--- src/rtl/core/bucketed_hash_map_assert.svh ---
// ---------------------------------------------------------------------------
// Assertion macros for the bucketed hash map
// Each macro expands to one labeled concurrent assertion on clk, gated by rst_n.
// ---------------------------------------------------------------------------
`ifndef BUCKETED_HASH_MAP_ASSERT_SVH
`define BUCKETED_HASH_MAP_ASSERT_SVH

// Consequent must hold in the same cycle as the antecedent.
`define BHM_ASSERT_SAME(label, ante, cons, msg) \
  label: assert property (@(posedge clk) disable iff (!rst_n) (ante) |-> (cons)) \
    else $error(msg);

// Consequent must hold in the cycle after the antecedent.
`define BHM_ASSERT_NEXT(label, ante, cons, msg) \
  label: assert property (@(posedge clk) disable iff (!rst_n) (ante) |=> (cons)) \
    else $error(msg);

`endif

--- src/rtl/core/bhm_pkg.sv ---
// ---------------------------------------------------------------------------
// bhm_pkg
// Shared types and constants of the bucketed hash map.
// ---------------------------------------------------------------------------
package bhm_pkg;

  localparam int KEY_W      = 31;
  localparam int VAL_W      = 32;
  localparam int ACT_W      = 2;
  localparam int STATUS_W   = 2;
  localparam int IN_DATA_W  = 64;
  localparam int OUT_DATA_W = 32;

  typedef enum logic [ACT_W-1:0] {
    ACT_INSERT = 2'd0,
    ACT_REMOVE = 2'd1,
    ACT_FIND   = 2'd2
  } bhm_act_t;

  typedef enum logic [STATUS_W-1:0] {
    STS_DONE = 2'd0,
    STS_MISS = 2'd1,
    STS_FULL = 2'd2
  } bhm_status_t;

  typedef enum logic [2:0] {
    S_CLEAR,
    S_IDLE,
    S_HASH,
    S_READ,
    S_UPDATE
  } bhm_state_t;

  typedef struct packed {
    logic             used;
    logic [KEY_W-1:0] key;
    logic [VAL_W-1:0] value;
  } bhm_slot_t;

  localparam int SLOT_W = $bits(bhm_slot_t);

endpackage

--- src/rtl/core/bhm_bucket_idx.sv ---
// ---------------------------------------------------------------------------
// bhm_bucket_idx
// Bucket index unit: key modulo BUCKETS, a bit mask for powers of two and
// otherwise a remainder walk over eight key bits per cycle.
// ---------------------------------------------------------------------------
module bhm_bucket_idx import bhm_pkg::*; #(
  parameter int BUCKETS = 256
) (
  input  logic                       clk,
  input  logic                       rst_n,
  input  logic                       load,
  input  logic [KEY_W-1:0]           key,
  output logic                       ready,
  output logic [$clog2(BUCKETS)-1:0] bucket
);

  localparam int BW = $clog2(BUCKETS);

  if ((BUCKETS & (BUCKETS - 1)) == 0) begin : g_mask
    logic done_r;
    logic [BW-1:0] bucket_r;

    always_ff @(posedge clk) begin
      if (!rst_n) begin
        done_r <= 1'b0;
      end else if (load) begin
        done_r <= 1'b1;
      end
    end

    always_ff @(posedge clk) begin
      if (load) begin
        bucket_r <= key[BW-1:0];
      end
    end

    assign ready  = done_r;
    assign bucket = bucket_r;
  end else begin : g_walk
    localparam int DIG_W = 8;
    localparam int PAD_W = ((KEY_W + DIG_W - 1) / DIG_W) * DIG_W;
    localparam int STEPS = PAD_W / DIG_W;
    localparam int CNT_W = $clog2(STEPS + 1);
    localparam int RW    = BW + 1;

    logic [PAD_W-1:0] sh_r, sh_nxt;
    logic [CNT_W-1:0] cnt_r, cnt_nxt;
    logic [BW-1:0]    rem_r, rem_nxt;
    logic [BW-1:0]    r_step;
    logic [RW-1:0]    t_step;

    // Each step doubles the running remainder, brings in the next key bit
    // and subtracts the modulus once when it overflows.
    always_comb begin
      r_step = rem_r;
      t_step = '0;
      for (int i = 0; i < DIG_W; i++) begin
        t_step = {r_step, sh_r[PAD_W-1-i]};
        if (t_step >= RW'(BUCKETS)) begin
          t_step = t_step - RW'(BUCKETS);
        end
        r_step = t_step[BW-1:0];
      end
    end

    always_comb begin
      sh_nxt  = sh_r;
      cnt_nxt = cnt_r;
      rem_nxt = rem_r;
      if (load) begin
        sh_nxt  = PAD_W'(key);
        cnt_nxt = CNT_W'(STEPS);
        rem_nxt = '0;
      end else if (cnt_r != '0) begin
        sh_nxt  = sh_r << DIG_W;
        cnt_nxt = cnt_r - 1'b1;
        rem_nxt = r_step;
      end
    end

    always_ff @(posedge clk) begin
      if (!rst_n) begin
        cnt_r <= '0;
      end else begin
        cnt_r <= cnt_nxt;
      end
    end

    always_ff @(posedge clk) begin
      sh_r  <= sh_nxt;
      rem_r <= rem_nxt;
    end

    assign ready  = (cnt_r == '0);
    assign bucket = rem_r;
  end

endmodule
--- config.mk ---
export PLATFORM = sky130hd
export DESIGN_NAME = bhm_bucket_idx
export DESIGN_NICKNAME = d
export VERILOG_FILES = /design/src/rtl/core/bucketed_hash_map_assert.svh /design/src/rtl/core/bhm_pkg.sv /design/src/rtl/core/bhm_bucket_idx.sv
export SDC_FILE = /design/constraint.sdc
export NUM_CORES = 1
export LEC_CHECK = 0
export ABC_CLOCK_PERIOD_IN_PS = 800
export BUFFER_PORTS_ARGS = -buffer_cell sky130_fd_sc_hd__buf_2
export CORE_AREA = 2 2 39 41
export DETAILED_ROUTE_END_ITERATION = 12
export DIE_AREA = 0 0 41 43
export GPL_ROUTABILITY_DRIVEN = 0
export GPL_TIMING_DRIVEN = 0
export HOLD_SLACK_MARGIN = 0.03
export PLACE_DENSITY = 0.65
export RECOVER_POWER = 50
export SETUP_SLACK_MARGIN = 0.02
export SLEW_MARGIN = 15
export SYNTH_ARGS = -nofsm -noshare
export SYNTH_HDL_FRONTEND = slang
export SYNTH_SLANG_ARGS = --single-unit
--- constraint.sdc ---
create_clock -name clk -period 0.8 [get_ports clk]
set_input_delay 0.04 -clock clk [delete_from_list [all_inputs] [get_ports clk]]
set_output_delay 0.04 -clock clk [all_outputs]
set_load 0.01 [all_outputs]
==> metrics.txt <==
Power Density=just over 2000 mW/mm^2; area leader, netlist=edfxtp_1; Fin. Hold Viols=0; drt wl/cell=9.397 um; post-CTS setup buffer count=0; Pre-antenna DRT Iters=1; Layout fillers=143; sequential fraction of the synthesis area=0.9720; Vias=210; syn avg cell area=26.78 um^2; min Tclk post-route=0.8143 ns; Switch Pwr=0.0002110 W; worst skew pair latency=around 0.26 ns; Die Y=43 um; Worst slew margin=0.6900; post-synth net total=44; DRT Wirelength=around 550 um; setup TNS=-0.02152 ns; # IOs=43; status=finished, violations left; total power=0.001016 W; peak supply drop=between 0.9 and 1 mV; post-synth top area share=0.8972; multi-input combinational cell area=roughly 7.5 um^2; startpoint types=register; Post-synth top flop=edfxtp_1; grt ovf=0; violated checks=setup timing; Clock Path Buffers=2; CTS clk-pin slew, worst paths=0.06 ns; Area after DPL=382.9 um^2; CP arrival=approximately 0.77 ns; count of final setup violators=2; Detail Route Antenna Nets=0; clock skew=0 ns; Final nets=77; RSZ-0062 raised after global routing=yes; Max Slew Vio Count=0; most frequent cells after synthesis=8 x edfxtp_1, 1 x dfxtp_1, 1 x o21a_1; core area=0.001384 mm^2; Critical Path Fanout Max=1; Slowest cell on crit path=edfxtp_1; slowest stage delay, CP=0.37 ns; # rows=14; Comb power frac=0.117; Synth async-reset ratio=0; cell count after placement=45; cell internal pwr=roughly 0.00081 W; top cells by area, synth=edfxtp_1 90%, dfxtp_1 7.5%, o21a_1 2.8%; input/output buffers=19; final non-filler cell total=58; fmax=1228 MHz; fin area=500.5 um^2; EDFF count, synth=8; Starting Density=0.1935; first-pass GRT wire length=731 um; Yosys Warn Count=0; Sink Count=9; leakage power=between 0.2 and 0.25 nW; H-tree depth=1; Tightest Pin Transition=0.4650 ns; Buf/Inv on CP=1; Final Worst Setup Slack=-0.01433 ns; clock group share of total power=0.331; DRC=0; drt via density=3.621; Ant. Diodes=0; Post-Synthesis Cell Area=267.8 um^2; Clock Tree Root=clkbuf_4; worst hold path type=input port to register; gr usage total=0.06858; initial drt markers=0; most common cell in the netlist=edfxtp_1; Sequential Area=around 260 um^2; post-synthesis instance total=10; critical-path cell list=buf_2; fin crit share=1.018; MaxCap Viol Count=0; vias in the first global route=200; crit path capture type=output pin; CTS Buf Count=3; Switching Share=0.2076; WP data required=0.76 ns; largest net degree at the start of global routing=10; #FFs+latches synth=9; Die Wd=41 um; initial antenna violation count=0; Netlist cell types=3; CTS tree=yes; Top Family by Delay on Critical Path=flip-flops; kind of critical path=register to output pin; area delta synth->final=86.92%; share of cells above drive strength 1=0.5476; die area=0.001763 mm^2; Reg power frac=0.551
-- logic make-up after synthesis --
kind of cell,after synthesis,share of synthesized area
AOI/OAI and AO/OA,1,0.02805
DFF,9,0.9720
-- metal layers --
layer,track usage,up-vias,share of wire,routed length (um)
li1,-,105,-,-
met5,0,-,0,0
met2,0.09375,20,0.36,194
met4,0.06000,0,0,0
met3,0.03665,0,0.17,91
met1,0.07192,85,0.48,259
-- flip-flops by register name, summed over array words and instances (netlist names) --
signal  flops
bucket      8
ready       1
-- repair_timing --
action | CTS | global route
hold endpoints to repair | 9 | 0
endpoints found under the setup margin | 8 | 9
hold buffers | 9 | 0
resized for setup | 0 | 1
-- through the flow --
step / hold slack, ns / setup slack (ns) / utilization
floorplan: 0.1389 / 0.1941 / -
global placement: 0.2182 / 0.2337 / 0.2767
detailed placement: 0.2187 / 0.2280 / 0.2767
CTS: 0.1333 / -0.04369 / 0.3617
global route: 0.2375 / -0.06340 / 0.3617
finish: 0.2312 / -0.01433 / 0.3617
-- power groups by stage --
| stage | Combinational (W) | Clock (W) | Sequential, W |
|---|---|---|---|
| after floorplan | 0.00000258 | 0 | 0.000592 |
| after CTS | 0.000121 | 0.000354 | 0.000561 |
| final | 0.000119 | 0.000337 | 0.000561 |
| after global placement | 0.0000864 | 0 | 0.000570 |
| after global routing | 0.000129 | 0.000377 | 0.000565 |
| after detailed placement | 0.0000883 | 0 | 0.000571 |
-- layout make-up --
| class | count | area share |
|---|---|---|
| clock buffer | 3 | 0.04500 |
| clock inverter | 1 | 0.01000 |
| multi-input combinational | 1 | 0.01500 |
| sequential | 9 | 0.5225 |
| tap | 16 | 0.04000 |
| timing repair buffer | 28 | 0.3675 |
-- placed cells by master, fill, tap and decap left out --
master,count
dlygate4sd3_1,9
clkbuf_4,3
edfxtp_1,8
o21a_1,1
clkinv_2,1
buf_2,18
dfxtp_2,1
clkbuf_1,1
-- worst paths after layout --
kind	start	to	slack (ns)	depth (start not counted)
max	bucket[3]$_DFFE_PP_	bucket[3]	-0.01	1
min	load	bucket[4]$_DFFE_PP_	0.23	1
max reg2reg	ready$_SDFFE_PN0P_	ready$_SDFFE_PN0P_	0.21	1
min reg2reg	ready$_SDFFE_PN0P_	ready$_SDFFE_PN0P_	0.46	1
Power figures use the tool's default switching activity.
